File: src/hdl/dcfe_pkg.sv
// shared types, constants and the colour mapping for the debug channel frame encoder
package dcfe_pkg;

    // one accepted byte causes at most this many words
    localparam int WORDS_MAX = 3;

    // word tags
    localparam logic [15:0] START_TAG = 16'hFEC1;
    localparam logic [7:0]  END_TAG   = 8'hF0;
    localparam logic [7:0]  CHAR_TAG  = 8'h54;

    // characters
    localparam logic [7:0] CH_LF = 8'h0A;
    localparam logic [7:0] CH_CR = 8'h0D;
    localparam logic [7:0] CH_G  = 8'h67;
    localparam logic [7:0] CH_W  = 8'h77;
    localparam logic [7:0] CH_R  = 8'h72;

    // stream numbers with a fixed colour
    localparam logic [7:0] SID_G = 8'd0;
    localparam logic [7:0] SID_W = 8'd1;
    localparam logic [7:0] SID_R = 8'd2;

    // words caused by one beat, in output order
    typedef struct packed {
        logic [1:0]                     cnt;
        logic [WORDS_MAX-1:0][31:0]     words;
    } t_rec;

    function automatic logic [7:0] color_of(input logic [7:0] sid);
        logic [7:0] c;
        case (sid)
            SID_G:   c = CH_G;
            SID_W:   c = CH_W;
            SID_R:   c = CH_R;
            default: c = sid;
        endcase
        return c;
    endfunction

endpackage

File: src/hdl/dcfe_front.sv
// front end: takes message bytes, tracks chunk state and builds the words of each beat
module dcfe_front
    import dcfe_pkg::*;
#(
    parameter int FRAME_BYTES = 128,
    parameter int LEN_BITS    = 16
) (
    input  logic                i_clk,
    input  logic                i_rst_n,
    input  logic                i_accept,
    input  logic [7:0]          i_data_byte,
    input  logic [7:0]          i_stream_id,
    input  logic [LEN_BITS-1:0] i_msg_len,
    output logic                o_push,
    output t_rec                o_rec
);

    localparam logic [7:0]          FB8  = 8'(FRAME_BYTES);
    localparam logic [LEN_BITS-1:0] FBL  = LEN_BITS'(FRAME_BYTES);

    logic [LEN_BITS-1:0] r_msg_pos, n_msg_pos;
    logic [7:0]          r_chunk_pos, n_chunk_pos;
    logic [7:0]          r_chunk_len, n_chunk_len;
    logic [23:0]         r_acc, n_acc;
    logic [7:0]          r_sum, n_sum;

    logic [7:0]          color;
    logic                len_zero;
    logic                single;
    logic                open;
    logic [LEN_BITS-1:0] rem;
    logic [7:0]          clen;
    logic [7:0]          clen_eff;
    logic [7:0]          sum_new;
    logic [1:0]          k;
    logic [7:0]          cpos_inc;
    logic                done;
    logic                flush;
    logic [31:0]         data_word;
    logic [LEN_BITS-1:0] mpos_inc;
    logic                msg_end;
    logic [31:0]         char_base;
    t_rec                rec;

    // classification of the incoming byte
    always_comb begin
        color     = color_of(i_stream_id);
        len_zero  = (i_msg_len == '0);
        single    = (r_msg_pos == '0) && (i_msg_len == LEN_BITS'(1));
        open      = (r_chunk_pos == 8'd0);
        rem       = (i_msg_len > r_msg_pos) ? (i_msg_len - r_msg_pos) : LEN_BITS'(1);
        clen      = (rem > FBL) ? FB8 : rem[7:0];
        clen_eff  = open ? clen : r_chunk_len;
        sum_new   = (open ? clen : r_sum) + i_data_byte;
        k         = r_chunk_pos[1:0];
        cpos_inc  = r_chunk_pos + 8'd1;
        done      = (cpos_inc >= clen_eff);
        flush     = (k == 2'd3) || done;
        mpos_inc  = r_msg_pos + LEN_BITS'(1);
        msg_end   = (mpos_inc >= i_msg_len) || (mpos_inc == '0);
        char_base = {CHAR_TAG, 8'h00, color, 8'h00};
    end

    // left-align the data word by the byte slot it ends in
    always_comb begin
        case (k)
            2'd0:    data_word = {i_data_byte, 24'h0};
            2'd1:    data_word = {(open ? 8'h00 : r_acc[7:0]), i_data_byte, 16'h0};
            2'd2:    data_word = {(open ? 16'h0 : r_acc[15:0]), i_data_byte, 8'h0};
            default: data_word = {(open ? 24'h0 : r_acc), i_data_byte};
        endcase
    end

    // pack the words of this beat in order
    always_comb begin
        rec = '0;
        if (len_zero) begin
            rec.cnt = 2'd0;
        end else if (single) begin
            if (i_data_byte == CH_LF) begin
                rec.words[0] = char_base | {24'h0, CH_CR};
                rec.words[1] = char_base | {24'h0, CH_LF};
                rec.cnt      = 2'd2;
            end else begin
                rec.words[0] = char_base | {24'h0, i_data_byte};
                rec.cnt      = 2'd1;
            end
        end else begin
            if (open) begin
                rec.words[rec.cnt] = {START_TAG, color, clen};
                rec.cnt            = rec.cnt + 2'd1;
            end
            if (flush) begin
                rec.words[rec.cnt] = data_word;
                rec.cnt            = rec.cnt + 2'd1;
            end
            if (done) begin
                rec.words[rec.cnt] = {END_TAG, sum_new, 16'h0};
                rec.cnt            = rec.cnt + 2'd1;
            end
        end
    end

    // next chunk state
    always_comb begin
        n_msg_pos   = r_msg_pos;
        n_chunk_pos = r_chunk_pos;
        n_chunk_len = r_chunk_len;
        n_acc       = r_acc;
        n_sum       = r_sum;
        if (i_accept && !len_zero && !single) begin
            n_chunk_len = clen_eff;
            n_sum       = done ? 8'd0 : sum_new;
            n_acc       = flush ? 24'h0 : {(open ? 16'h0 : r_acc[15:0]), i_data_byte};
            n_chunk_pos = done ? 8'd0 : cpos_inc;
            n_msg_pos   = mpos_inc;
            if (msg_end) begin
                n_msg_pos   = '0;
                n_chunk_pos = 8'd0;
                n_acc       = 24'h0;
            end
        end
    end

    always_ff @(posedge i_clk) begin
        if (!i_rst_n) begin
            r_msg_pos   <= '0;
            r_chunk_pos <= 8'd0;
            r_chunk_len <= 8'd0;
            r_acc       <= 24'h0;
            r_sum       <= 8'd0;
        end else begin
            r_msg_pos   <= n_msg_pos;
            r_chunk_pos <= n_chunk_pos;
            r_chunk_len <= n_chunk_len;
            r_acc       <= n_acc;
            r_sum       <= n_sum;
        end
    end

    assign o_push = i_accept && (rec.cnt != 2'd0);
    assign o_rec  = rec;

endmodule

File: src/hdl/dcfe_queue.sv
// short queue of word groups between front and back end
module dcfe_queue
    import dcfe_pkg::*;
#(
    parameter int DEPTH = 4
) (
    input  logic i_clk,
    input  logic i_rst_n,
    input  logic i_push,
    input  t_rec i_rec,
    input  logic i_pop,
    output t_rec o_head,
    output logic o_empty,
    output logic o_full
);

    localparam int PW = (DEPTH > 1) ? $clog2(DEPTH) : 1;
    localparam int CW = $clog2(DEPTH + 1);
    localparam logic [PW-1:0] LAST_SLOT = PW'(DEPTH - 1);

    t_rec          r_mem [DEPTH];
    logic [PW-1:0] r_wr_ptr, r_rd_ptr;
    logic [CW-1:0] r_count;
    logic          do_push;
    logic          do_pop;

    assign o_empty = (r_count == '0);
    assign o_full  = (r_count == CW'(DEPTH));
    assign do_push = i_push && !o_full;
    assign do_pop  = i_pop && !o_empty;
    assign o_head  = r_mem[r_rd_ptr];

    // storage
    always_ff @(posedge i_clk) begin
        if (do_push) begin
            r_mem[r_wr_ptr] <= i_rec;
        end
    end

    // pointers and fill count
    always_ff @(posedge i_clk) begin
        if (!i_rst_n) begin
            r_wr_ptr <= '0;
            r_rd_ptr <= '0;
            r_count  <= '0;
        end else begin
            if (do_push) begin
                r_wr_ptr <= (r_wr_ptr == LAST_SLOT) ? '0 : r_wr_ptr + PW'(1);
            end
            if (do_pop) begin
                r_rd_ptr <= (r_rd_ptr == LAST_SLOT) ? '0 : r_rd_ptr + PW'(1);
            end
            if (do_push && !do_pop) begin
                r_count <= r_count + CW'(1);
            end else if (do_pop && !do_push) begin
                r_count <= r_count - CW'(1);
            end
        end
    end

endmodule

File: src/hdl/dcfe_back.sv
// back end: sends the queued words one beat at a time through an output register
module dcfe_back
    import dcfe_pkg::*;
(
    input  logic        i_clk,
    input  logic        i_rst_n,
    input  logic        i_empty,
    input  t_rec        i_head,
    output logic        o_pop,
    output logic        o_valid,
    input  logic        i_stall,
    output logic [31:0] o_word,
    output logic        o_last
);

    logic [1:0]  r_idx;
    logic        r_valid;
    logic [31:0] r_word;
    logic        r_last;
    logic        load;
    logic        is_last;

    assign load    = !i_empty && (!r_valid || !i_stall);
    assign is_last = (r_idx == (i_head.cnt - 2'd1));
    assign o_pop   = load && is_last;

    // word index within the head group and output valid
    always_ff @(posedge i_clk) begin
        if (!i_rst_n) begin
            r_idx   <= 2'd0;
            r_valid <= 1'b0;
        end else begin
            if (load) begin
                r_idx <= is_last ? 2'd0 : r_idx + 2'd1;
            end
            if (load) begin
                r_valid <= 1'b1;
            end else if (!i_stall) begin
                r_valid <= 1'b0;
            end
        end
    end

    // output payload
    always_ff @(posedge i_clk) begin
        if (load) begin
            r_word <= i_head.words[r_idx];
            r_last <= is_last;
        end
    end

    assign o_valid = r_valid;
    assign o_word  = r_word;
    assign o_last  = r_last;

endmodule

File: src/hdl/debug_channel_frame_encoder_unit.sv
// Debug channel frame encoder: turns message bytes into start, data, end and character words
// A beat's words go through the group queue, then the back end's output register.
// Throughput: one byte per cycle in; one word per cycle out of the back end when not stalled.
// A byte causes zero to three words; the front stalls only while the group queue is full.
// Reset (i_rst_n low, synchronous) clears chunk state, queue pointers and output valid.
module debug_channel_frame_encoder_unit
    import dcfe_pkg::*;
#(
    parameter int FRAME_BYTES = 128,
    parameter int LEN_BITS    = 16,
    parameter int QUEUE_DEPTH = 4
) (
    input  logic                i_clk,
    input  logic                i_rst_n,
    input  logic                i_in_valid,
    output logic                o_in_stall,
    input  logic [7:0]          i_data_byte,
    input  logic [7:0]          i_stream_id,
    input  logic [LEN_BITS-1:0] i_msg_len,
    output logic                o_out_valid,
    input  logic                i_out_stall,
    output logic [31:0]         o_dcc_word,
    output logic                o_last_word
);

    logic accept;
    logic push;
    logic pop;
    logic empty;
    logic full;
    t_rec rec;
    t_rec head;

    assign o_in_stall = full;
    assign accept     = i_in_valid && !full;

    // front end
    dcfe_front #(
        .FRAME_BYTES (FRAME_BYTES),
        .LEN_BITS    (LEN_BITS)
    ) u_front (
        .i_clk       (i_clk),
        .i_rst_n     (i_rst_n),
        .i_accept    (accept),
        .i_data_byte (i_data_byte),
        .i_stream_id (i_stream_id),
        .i_msg_len   (i_msg_len),
        .o_push      (push),
        .o_rec       (rec)
    );

    // word group queue
    dcfe_queue #(
        .DEPTH (QUEUE_DEPTH)
    ) u_queue (
        .i_clk   (i_clk),
        .i_rst_n (i_rst_n),
        .i_push  (push),
        .i_rec   (rec),
        .i_pop   (pop),
        .o_head  (head),
        .o_empty (empty),
        .o_full  (full)
    );

    // back end
    dcfe_back u_back (
        .i_clk   (i_clk),
        .i_rst_n (i_rst_n),
        .i_empty (empty),
        .i_head  (head),
        .o_pop   (pop),
        .o_valid (o_out_valid),
        .i_stall (i_out_stall),
        .o_word  (o_dcc_word),
        .o_last  (o_last_word)
    );

endmodule

File: config.mk
export PLATFORM = sky130hd
export DESIGN_NAME = debug_channel_frame_encoder_unit
export DESIGN_NICKNAME = d
export VERILOG_FILES = /design/src/hdl/dcfe_pkg.sv /design/src/hdl/dcfe_front.sv /design/src/hdl/dcfe_queue.sv /design/src/hdl/dcfe_back.sv /design/src/hdl/debug_channel_frame_encoder_unit.sv
export SDC_FILE = /design/constraint.sdc
export NUM_CORES = 1
export LEC_CHECK = 0
export BUFFER_PORTS_ARGS = -buffer_cell sky130_fd_sc_hd__buf_4
export CAP_MARGIN = 5
export CORE_MARGIN = 2
export CORE_UTILIZATION = 40
export CTS_CLUSTER_SIZE = 8
export DETAILED_ROUTE_END_ITERATION = 6
export PLACE_DENSITY = 0.63
export RECOVER_POWER = 50
export SLEW_MARGIN = 10
export SYNTH_ARGS = -nofsm -noshare
export SYNTH_HDL_FRONTEND = slang
export SYNTH_SLANG_ARGS = --single-unit
File: constraint.sdc
create_clock -name i_clk -period 14.5 [get_ports i_clk]
set_clock_uncertainty 0.15 [all_clocks]
set_input_delay 1.45 -clock i_clk [delete_from_list [all_inputs] [get_ports i_clk]]
set_output_delay 1.45 -clock i_clk [all_outputs]
set_load 0.005 [all_outputs]
Word-level counts from Yosys, hierarchy flattened:

Memories as Yosys holds them, arrays and structs flattened. A register that Yosys moved wholly into a read port is not among the register bits.
Cells that the tools add are included.

* memories kept: 1
* bits in read-only memories: 0
* output and inout port bits: 35
* bits in latches: 0
* RAM bits: 392
* flip-flop bits (word level): 107
* bits of input ports: 36
* logic and storage cells: 132

Memories
* u_queue.r_mem: words 4, bits a word 98, rd ports 1, clocked after Yosys merged registers in 1, wr ports 1, RTL line dcfe_queue.sv:21 `t_rec r_mem [DEPTH];`

* bitwise logic cells: 1
* shift-type cells: 0
* equality and inequality tests: 12
* reduce and logical (&&, ||, !) cells: 33
* magnitude comparators: 9
* divide/modulo/power cells: 0
* $add $sub $neg: 12
* muxes and demuxes: 52
* multiply operators: 0

Operators with widths (count)
* 98-bit two-way mux: 4
* 32-bit two-way mux: 8
* 96-bit bitwise mux: 2
* 32-bit demux with 2-bit select: 2
* 96-bit two-way mux: 1
* 32-bit one-hot mux with 3 select lines: 1
* 24-bit two-way mux: 3
* 32-bit binary-select mux with 2-bit select: 1
* 64-bit two-way mux: 1
* 8-bit two-way mux: 7
* 16-bit zero test: 3
* 16-bit two-way mux: 3
* 31-bit two-way mux: 1
* 31-bit by 8-bit OR with 31-bit output: 1
* 8-bit one-hot mux with 3 select lines: 1
* 2-bit two-way mux: 10
* 16-bit by 1-bit adder with 16-bit output, second input constant: 1
* 16-bit by 1-bit equality test with 1-bit output, second input constant: 1
* 16-bit greater-or-equal comparator: 1
* 16-bit > comparator: 1
* 16-bit by 8-bit > comparator with 1-bit output, second input constant: 1
* 8-bit zero test: 2
* 16-bit subtractor: 1
* 1-bit logical AND: 13
* 24 further kinds: 49

Depth between registers and ports, before layout:

Gate-level depths: netlist of run 1.

* depth after elaboration: 27
* gate-level depth with buffers: 31
* gate-level depth less buffers: 30

Modules after synthesis:

Synthesis of run 1 repeated with hierarchy kept, for this count alone.

* cells, all modules: 1662
* area, all modules: 23292.3 µm²

Modules (own cells, without submodules)
* dcfe_queue: times used 1, area an instance 14590.2 µm², cells an instance 563, seq. area each 11951.5 µm²
* dcfe_front: times used 1, area an instance 6831.6 µm², cells an instance 935, seq. area each 1281.2 µm²
* dcfe_back: times used 1, area an instance 1856.8 µm², cells an instance 163, seq. area each 1051.0 µm²
* debug_channel_frame_encoder_unit: times used 1, area an instance 13.8 µm², cells an instance 1, seq. area each 0.0 µm²

Worst setup path after synthesis of run 1:

No wires, ideal clock.

* kind: input to register
* start point: input i_msg_len[0]
* end point: memory u_queue.r_mem[0][0] in the netlist's numbering, enable pin
* arrival time: 8.163 ns
* buffers on the path: 1
* required time: 13.909 ns
* library setup time: 0.441 ns
* stages: 25
* path slack: 5.746 ns
* cell sequence: inv_1 -> ha_1 -> inv_1 -> fa_1 -> a21o_1 -> a21oi_1 -> xnor2_1 -> or4_1 -> nor4_1 -> nor2_1 -> o31ai_1 -> o21a_1 -> ha_1 -> nand2b_1 -> a21o_1 -> a211oi_1 -> o31ai_1 -> clkbuf_1 -> nor2_1 -> inv_1 -> ha_1 -> nand2_1 -> nand3b_1 -> a31oi_1 -> and2_1

* longest elaborated chain between the ends: 19
* elaborated cells between the ends (all ways): 23
* those cells by class: add/sub (2); order compare (3); eq/ne (1); mux (11); reduce/logical (6)

Ends and longest elaborated chain
* from (decl): RTL line debug_channel_frame_encoder_unit.sv:19 `input logic [LEN_BITS-1:0] i_msg_len,`
* 16-bit subtractor / 16-bit > comparator (equally long branches): RTL line dcfe_front.sv:51 `rem = (i_msg_len > r_msg_pos) ? (i_msg_len - r_msg_pos) : LEN_BITS'(1);`
* 16-bit two-way mux (*): RTL line dcfe_front.sv:51
* 16-bit by 8-bit > comparator with 1-bit output: RTL line dcfe_front.sv:52 `clen = (rem > FBL) ? FB8 : rem[7:0];`
* 8-bit two-way mux (*): RTL line dcfe_front.sv:52
* 8-bit two-way mux (*): RTL line dcfe_front.sv:53 `clen_eff = open ? clen : r_chunk_len;`
* named net u_front.clen_eff[0]: RTL line dcfe_front.sv:33 `logic [7:0] clen_eff;`
* 8-bit greater-or-equal comparator (*): RTL line dcfe_front.sv:57 `done = (cpos_inc >= clen_eff);`
* 1-bit logical OR: RTL line dcfe_front.sv:58 `flush = (k == 2'd3) || done;`
* [... 5 more ...]
* 2-bit two-way mux (*): RTL line dcfe_front.sv:79 `end else if (single) begin`
* 2-bit two-way mux (*): RTL line dcfe_front.sv:77 `if (len_zero) begin`
* 2-bit nonzero test (*): RTL line dcfe_front.sv:141 `assign o_push = i_accept && (rec.cnt != 2'd0);`
* 1-bit logical AND (*): RTL line dcfe_front.sv:141
* 1-bit logical AND (*): RTL line dcfe_queue.sv:29 `assign do_push = i_push && !o_full;`
* named net u_queue.do_push: RTL line dcfe_queue.sv:24 `logic do_push;`
* 1-bit two-way mux (*): RTL line dcfe_queue.sv:35 `if (do_push) begin`
* 1-bit two-way mux (implied by the code) (*): RTL line dcfe_queue.sv:36 `r_mem[r_wr_ptr] <= i_rec;`
* to (decl): RTL line dcfe_queue.sv:21

The timed path passes the listed nets; every way through them passes the cells marked *. The select of a mux whose other input is x is not followed.

Final worst setup path of run 1:

* start point: input i_msg_len[0]
* end point: memory u_queue.r_mem[0][96] in the netlist's numbering, enable pin

The elaborated chain is that of the path after synthesis.

==> results.tsv, run 1 <==
stage	metric	value	unit
cts	cts_hold_buffers	0	
cts	cts_buffer_depth	3	
global_route	grt-ovfl-total	0	
sta	finalCritPeriodShare	0.613	
sta	maxSlewHeadroom	-0.820	
sta	worst_pin_slew	2730	ps
die	die_h	225	um
cts	numCtsBuffers	57	
cts	ctsResizeCount	0	
die	die_w	225	um
die	core-area	0.0486	sq mm
status	status	finished, violations left	
yosys	ys_ff_latch	409	
drt	wirelength	50.0	mm
critical_path	worst_ep_required_time	14570	ps
placed_design	gp_congestion	0.915	
yosys	yosys_warnings	0	
cts	cts_setup_buffers	0	
job	cap_viol_max_count	5	
yosys	synthesis.area	0.0196	sq mm
yosys	synth_top_area_cell	edfxtp_1	
finish	syn2layout_area_growth	13.8	%
critical_path	r2r_slack	6180	ps
yosys	synthFlopType	edfxtp_1	
yosys	synth_edf_count	333	
critical_path	crit_arrival	8950	ps
cts	clkLatencyLatePin	600	ps
power_and_ir_drop	powerDensity	178	mW/mm^2
critical_path	path_class	in -> reg	
status	violations	DRC, capacitance limit, slew limit	
cts	path_clk_slew	50	ps
sta	finalHoldViolCount	0	
sta	holdWs	311	ps
min_path	hold_path_class	reg -> reg	
drt	antenna_left	0	
sta	rsz0062_at_grt	false	
critical_path	critPathCaptureType	flop	
yosys	netlist_top_cells_count	333 x edfxtp_1, 140 x nand2_1, 96 x nor2_1, 84 x a21oi_1, 76 x dfxtp_1	
drt	drt_iter0_drc	1338	
min_path	holdPathEnd	u_front.r_msg_pos[14]$_SDFFE_PN0P_	
die	dieArea	0.0508	sq mm
yosys	seq_area_frac_synth	0.588	
placed_design	dp.cells	2153	
critical_path	regToRegStartpoint	u_front.r_msg_pos[0]$_SDFFE_PN0P_	
yosys	yosys.cell_types.count	74	
finish	drive_gt1_frac	0.147	
critical_path	cp_max_fo	47	
finish	postLayoutCellArea	0.0223	sq mm
sta	finalSetupTns	0	ps
power_and_ir_drop	irDropWorstVdd	103	uV
power_and_ir_drop	leakage	7.71	nW
global_route	grt_pass1_wl	76.7	mm
yosys	yosysMostFrequentCell	edfxtp_1	
yosys	async_flop_share	0	
drt	first_pass_iters	7	
global_route	grt_use_total	0.199	
global_route	grt_pass1_vias	13000	
drt	drc	20	
cts	cts_sinks	409	
drt	vias	13100	
sta	max_freq	113	MHz
yosys	yosys-top-cells-area	edfxtp_1 51%, mux4_2 8.6%, dfxtp_1 7.8%	
finish	fillCellCount	4402	
finish	n_antenna_cell	0	
min_path	hold_depth	2	
cts	clock-root-buffer	clkbuf_16	
critical_path	worstReg2RegEnd	u_queue.r_mem[0][96]$_DFFE_PP_	
yosys	synth.net_count	1633	
sta	period_needed	8880	ps
power_and_ir_drop	power	3.97	mW
global_route	antenna_found_initial	1	
sta	setup_viol	0	
critical_path	reg2reg_depth	25	
drt	vias_per_cell	5.81	
placed_design	portBuffers	70	
placed_design	place_area	0.0207	sq mm
cts	cts_tree	built	
cts	cts_htree_levels	2	
global_route	grt_max_degree	65	
critical_path	setup.worst_path.start_class	input port	
finish	fin_cells	2260	
yosys	synthCells	1533	
die	start_util	0.403	
finish	fin_nets	1690	
yosys	netlist.area_leader.share	0.510	
min_path	hp-start	u_front.r_msg_pos[14]$_SDFFE_PN0P_	
drt	routedWlPerCell	22.1	um
die	row_count	81	
sta	drv_slew	173	
die	pin_count	71	
placed_design	post-dp-hpwl	32.6	mm
yosys	synth_area_per_cell	12.8	sq um
-- area by class of cell --
type	count	area (sq um)	area share
clock inverter	4	72.6	0.00325
timing repair buffer	89	623	0.0279
multi-input combinational	965	7430	0.333
tap	622	778	0.0349
clock buffer	103	1620	0.0726
sequential	409	11500	0.517
inverter	68	255	0.0114
-- worst max-delay path by stage --
stage	startpoint	end	slack (ps)	cells past startpoint
3_5_place_dp	i_msg_len[0]	u_queue.r_mem[0][19]$_DFFE_PP_	5230	27
3_3_place_gp	i_msg_len[0]	u_queue.r_mem[0][46]$_DFFE_PP_	5410	27
2_1_floorplan	i_msg_len[0]	u_queue.r_mem[0][0]$_DFFE_PP_	5750	25
6_report	i_msg_len[0]	u_queue.r_mem[0][96]$_DFFE_PP_	5620	27
4_1_cts	i_msg_len[0]	u_queue.r_mem[0][58]$_DFFE_PP_	5790	27
5_1_grt	i_msg_len[0]	u_queue.r_mem[0][58]$_DFFE_PP_	5010	27
-- placed cells by master (no fill, tap or decap), types with 11 or more instances in the layout --
master / n
nor2_1: 97
nand2_1: 140
o21ai_0: 44
nor2b_1: 26
a21boi_0: 26
clkbuf_1: 57
and3_1: 11
mux4_2: 75
and2_1: 13
a21o_1: 15
clkbuf_16: 58
buf_4: 45
dfxtp_1: 74
nand4_1: 13
nand3_1: 50
xnor2_1: 26
nor3_1: 21
o22ai_1: 15
clkbuf_4: 32
ha_1: 61
a21oi_1: 83
a22oi_1: 31
a22o_1: 31
edfxtp_1: 333
a32oi_1: 12
inv_1: 66
mux2i_1: 19
-- report_power, final --
| group | internal (mW) | total [mW] | switching [mW] |
|---|---|---|---|
| logic | 0.424 | 1.05 | 0.623 |
| registers | 1.59 | 1.68 | 0.0872 |
| clock network | 0.763 | 1.24 | 0.480 |
-- stage by stage --
| stage | utilization | setup slack, ps |
|---|---|---|
| after floorplan | - | 5750 |
| after global placement | 0.425 | 5410 |
| after detailed placement | 0.425 | 5230 |
| after CTS | 0.460 | 5790 |
| after global routing | 0.458 | 5010 |
| final | 0.458 | 5620 |
-- flip-flops by register name (all words and copies together), names as in the netlist, named ones only --
signal,count
u_queue.r_mem,300
u_back.o_word,32
u_front.r_acc,24
u_front.r_msg_pos,16
u_front.r_chunk_len,8
u_front.r_chunk_pos,8
u_front.r_sum,8
u_queue.r_count,3
u_back.r_idx,2
u_queue.r_rd_ptr,2
u_queue.r_wr_ptr,2
u_back.o_last,1
u_back.o_valid,1
-- critical path, cell delays in order --
cell      delay [ps]
clkbuf_1         130
inv_1            130
ha_1             180
inv_1             50
fa_1             420
a21o_1           190
a21oi_1          170
xnor2_1          190
or4_1            450
nor4_1           270
nor2_1           130
o31ai_1          370
o21a_1           180
ha_1             220
nand2b_1         150
a21o_1           170
a211oi_1         300
o31ai_1          120
clkbuf_1         270
nor2_1           520
inv_1            100
ha_1             470
nand2_1          270
nand3b_1         130
a31oi_1          630
and2_4           600
buf_4            670
-- cell families (layout without fill, tap and decap cells) --
family          after synthesis  after routing  synth area share
xor+xnor                     35             35            0.0156
simple gates                441            441             0.111
compound gates              331            331             0.116
mux                          94             94            0.0959
flops                       409            409             0.588
buf+inv                     159            264            0.0315
fa+ha+maj                    64             64            0.0420
-- metal layers --
layer  global-route usage  routed length [um]  vias to the layer above
li1                     -                   -                     5970
met1                0.269               21500                     6536
met2                0.321               23600                      519
met3               0.0332                3320                      104
met4               0.0769                1560                        2
met5                    0                  13                        -
Note: power is estimated with default switching activity, not from simulation.
==> run 2, diff against run 1 <==
ABC_AREA = 1   (was unset)
PLACE_DENSITY = 0.62   (was 0.63)
clock period = 8.9 ns   (was 14.5 ns; I/O delays follow)
==> results.tsv, run 2 <==
stage	metric	value	unit
finish	syn2layout_area_growth	13.2	%
global_route	antenna_found_initial	0	
finish	fin_cells	2929	
cts	cts_buffer_depth	3	
die	row_count	82	
cts	cts_setup_buffers	0	
yosys	synthFlopType	edfxtp_1	
power_and_ir_drop	irDropWorstVdd	206	uV
sta	period_needed	7500	ps
yosys	async_flop_share	0	
placed_design	gp_congestion	0.944	
critical_path	path_class	reg -> reg	
drt	first_pass_iters	7	
status	status	finished, violations left	
yosys	yosys_warnings	0	
global_route	grt_pass1_vias	15600	
critical_path	critPathCaptureType	flop	
cts	path_clk_slew	50	ps
sta	drv_slew	332	
global_route	top_usage_layer	met2	
finish	fin_nets	2338	
power_and_ir_drop	powerDensity	324	mW/mm^2
global_route	grt_pass1_wl	89.5	mm
sta	holdWs	312	ps
critical_path	cp_max_fo	19	
cts	clock-root-buffer	clkbuf_16	
drt	wirelength	58.1	mm
yosys	synth-simple-area-share	0.177	
drt	drc	0	
job	cap_viol_max_count	5	
global_route	grtUsageMet2	0.329	
drt	antenna_left	0	
finish	largest_register_ffs	300	
power_and_ir_drop	power_frac_seq	0.401	
die	pin_count	71	
yosys	synth_top_family_by_area	simple AND/OR/NAND/NOR gates	
yosys	yosys.cell_types.count	49	
finish	final_cell_mix	351 x nand2_1, 333 x edfxtp_1, 327 x nor2_1	
cts	cts_hold_buffers	0	
placed_design	pre_cts_slack	1210	ps
critical_path	worst_ep_required_time	9240	ps
critical_path	cpMostUsedCell	nand2_1	
finish	fillCellCount	4766	
yosys	yosysMostFrequentCell	nand2_1	
die	die_w	230	um
yosys	synth_area_per_cell	9.28	sq um
sta	finalHoldViolCount	0	
power_and_ir_drop	comb_power_share	0.339	
power_and_ir_drop	swShare	0.371	
finish	drive_gt1_frac	0.0820	
yosys	synth_top_area_cell	edfxtp_1	
yosys	yosys-top-cells-area	edfxtp_1 49%, dfxtp_1 7.4%, nand2_1 6.4%	
finish	multi_input_area	0.00765	sq mm
die	die_h	230	um
yosys	synth_compound_area_frac	0.145	
finish	top_register	u_queue.r_mem	
drt	vias_per_cell	5.56	
die	core-area	0.0503	sq mm
sta	finalCritPeriodShare	0.842	
finish	n_antenna_cell	0	
yosys	synth.net_count	2304	
yosys	synth_edf_count	333	
critical_path	slowest_stage	ha_1	
critical_path	cp_slowest_stage_delay	770	ps
power_and_ir_drop	switchingPower	2.78	mW
global_route	grt_use_total	0.218	
cts	numCtsBuffers	57	
yosys	netlist_top_cells_count	349 x nand2_1, 333 x edfxtp_1, 330 x nor2_1, 205 x o21ai_0, 195 x inv_1	
global_route	grt-ovfl-total	0	
sta	rsz0062_at_grt	false	
power_and_ir_drop	p_clk_frac	0.261	
cts	clkLatencyLatePin	630	ps
sta	maxSlewHeadroom	-1.78	
yosys	seq_area_frac_synth	0.563	
cts	cts_tree	built	
status	violations	capacitance limit, slew limit	
die	dieArea	0.0530	sq mm
sta	finalSetupTns	0	ps
placed_design	dp.cells	2851	
global_route	grt_max_degree	111	
global_route	grt_use_met3	0.0469	
yosys	synthCells	2204	
cts	cts_sinks	409	
drt	routedWlPerCell	19.8	um
power_and_ir_drop	cell_internal_pwr	4.72	mW
sta	setup_viol	0	
die	start_util	0.407	
drt	vias	16300	
sta	fin_ws	1400	ps
drt	drt_iter0_drc	1630	
finish	layout.area.seq	0.0115	sq mm
yosys	synthAdderAreaFrac	0.0402	
min_path	hold_path_class	reg -> reg	
finish	final_common_cell	nand2_1	
sta	worst_pin_slew	4160	ps
placed_design	post-dp-hpwl	37.3	mm
cts	cts_htree_levels	2	
critical_path	crit_arrival	7830	ps
critical_path	cpLargestDelayFamily	simple AND/OR/NAND/NOR gates	
global_route	grtUsageMet1	0.308	
yosys	ys_ff_latch	409	
sta	max_freq	133	MHz
yosys	synth-xor-area-share	0.0103	
power_and_ir_drop	leakage	8.77	nW
yosys	synthMuxAreaShare	0	
placed_design	portBuffers	70	
yosys	netlist.area_leader.share	0.489	
critical_path	setup.worst_path.start_class	flop	
critical_path	path_buf_inv	5	
yosys	synthesis.area	0.0205	sq mm
cts	ctsResizeCount	0	
-- run 2: power by group through the flow --
stage | clock network [mW] | registers [mW] | logic [mW]
after global placement | 0 | 3.02 | 2.51
final | 1.96 | 3.01 | 2.54
after global routing | 2.07 | 3.05 | 2.81
after floorplan | 0 | 3.04 | 1.59
after CTS | 1.99 | 3.00 | 2.55
after detailed placement | 0 | 3.04 | 2.54
-- run 2: metrics by stage --
stage | area [sq um] | utilization | total power, mW
2_1_floorplan | 20500 | - | 4.63
3_3_place_gp | 21600 | 0.430 | 5.53
3_5_place_dp | 21600 | 0.430 | 5.58
4_1_cts | 23200 | 0.461 | 7.55
5_1_grt | 23200 | 0.461 | 7.93
6_report | 23200 | 0.461 | 7.50
-- run 2: final timing paths --
kind                                                        start  depth (start not counted)                               to  slack [ps]
worst min-delay path                u_front.r_acc[2]$_SDFFE_PN0P_                          2    u_front.r_acc[2]$_SDFFE_PN0P_         310
worst min register to register      u_front.r_acc[2]$_SDFFE_PN0P_                          2    u_front.r_acc[2]$_SDFFE_PN0P_         310
worst max-delay path            u_front.r_msg_pos[0]$_SDFFE_PN0P_                         36  u_queue.r_count[1]$_SDFFE_PN0P_        1400
worst max register to register  u_front.r_msg_pos[0]$_SDFFE_PN0P_                         36  u_queue.r_count[1]$_SDFFE_PN0P_        1400
-- run 2: cell families (layout without fill, tap and decap cells) --
logic type                 after synthesis  count (layout)
AOI/OAI and AO/OA                      515             515
xor gates and xnor gates                24              24
adders and majority gates               64              64
buffers and inverters                  335             388
DFF                                    409             409
and+or+nand+nor                        857             857
-- run 2: layout make-up --
type	instances	share of cell area
Inverter	218	0.0355
Clock buffer	74	0.0644
Sequential cell	409	0.498
Multi-Input combinational cell	1460	0.330
Timing Repair Buffer	92	0.0315
Clock inverter	4	0.00422
Tap cell	672	0.0363
-- run 2: worst register-to-register path, delay by kind of cell, from the launching register on --
| kind | cells | cell delay, ps |
|---|---|---|
| AO/OA/AOI/OAI | 8 | 1140 |
| AND/OR/NAND/NOR | 17 | 2460 |
| buffers and inverters | 5 | 860 |
| adder cells (fa/ha/maj) | 6 | 2310 |
| flip-flops | 1 | 470 |
-- run 2: layer usage --
layer | up-vias | part of all wire
met5 | - | 0
met4 | 0 | 0.033
met3 | 116 | 0.083
met2 | 597 | 0.43
met1 | 7832 | 0.45
li1 | 7744 | -
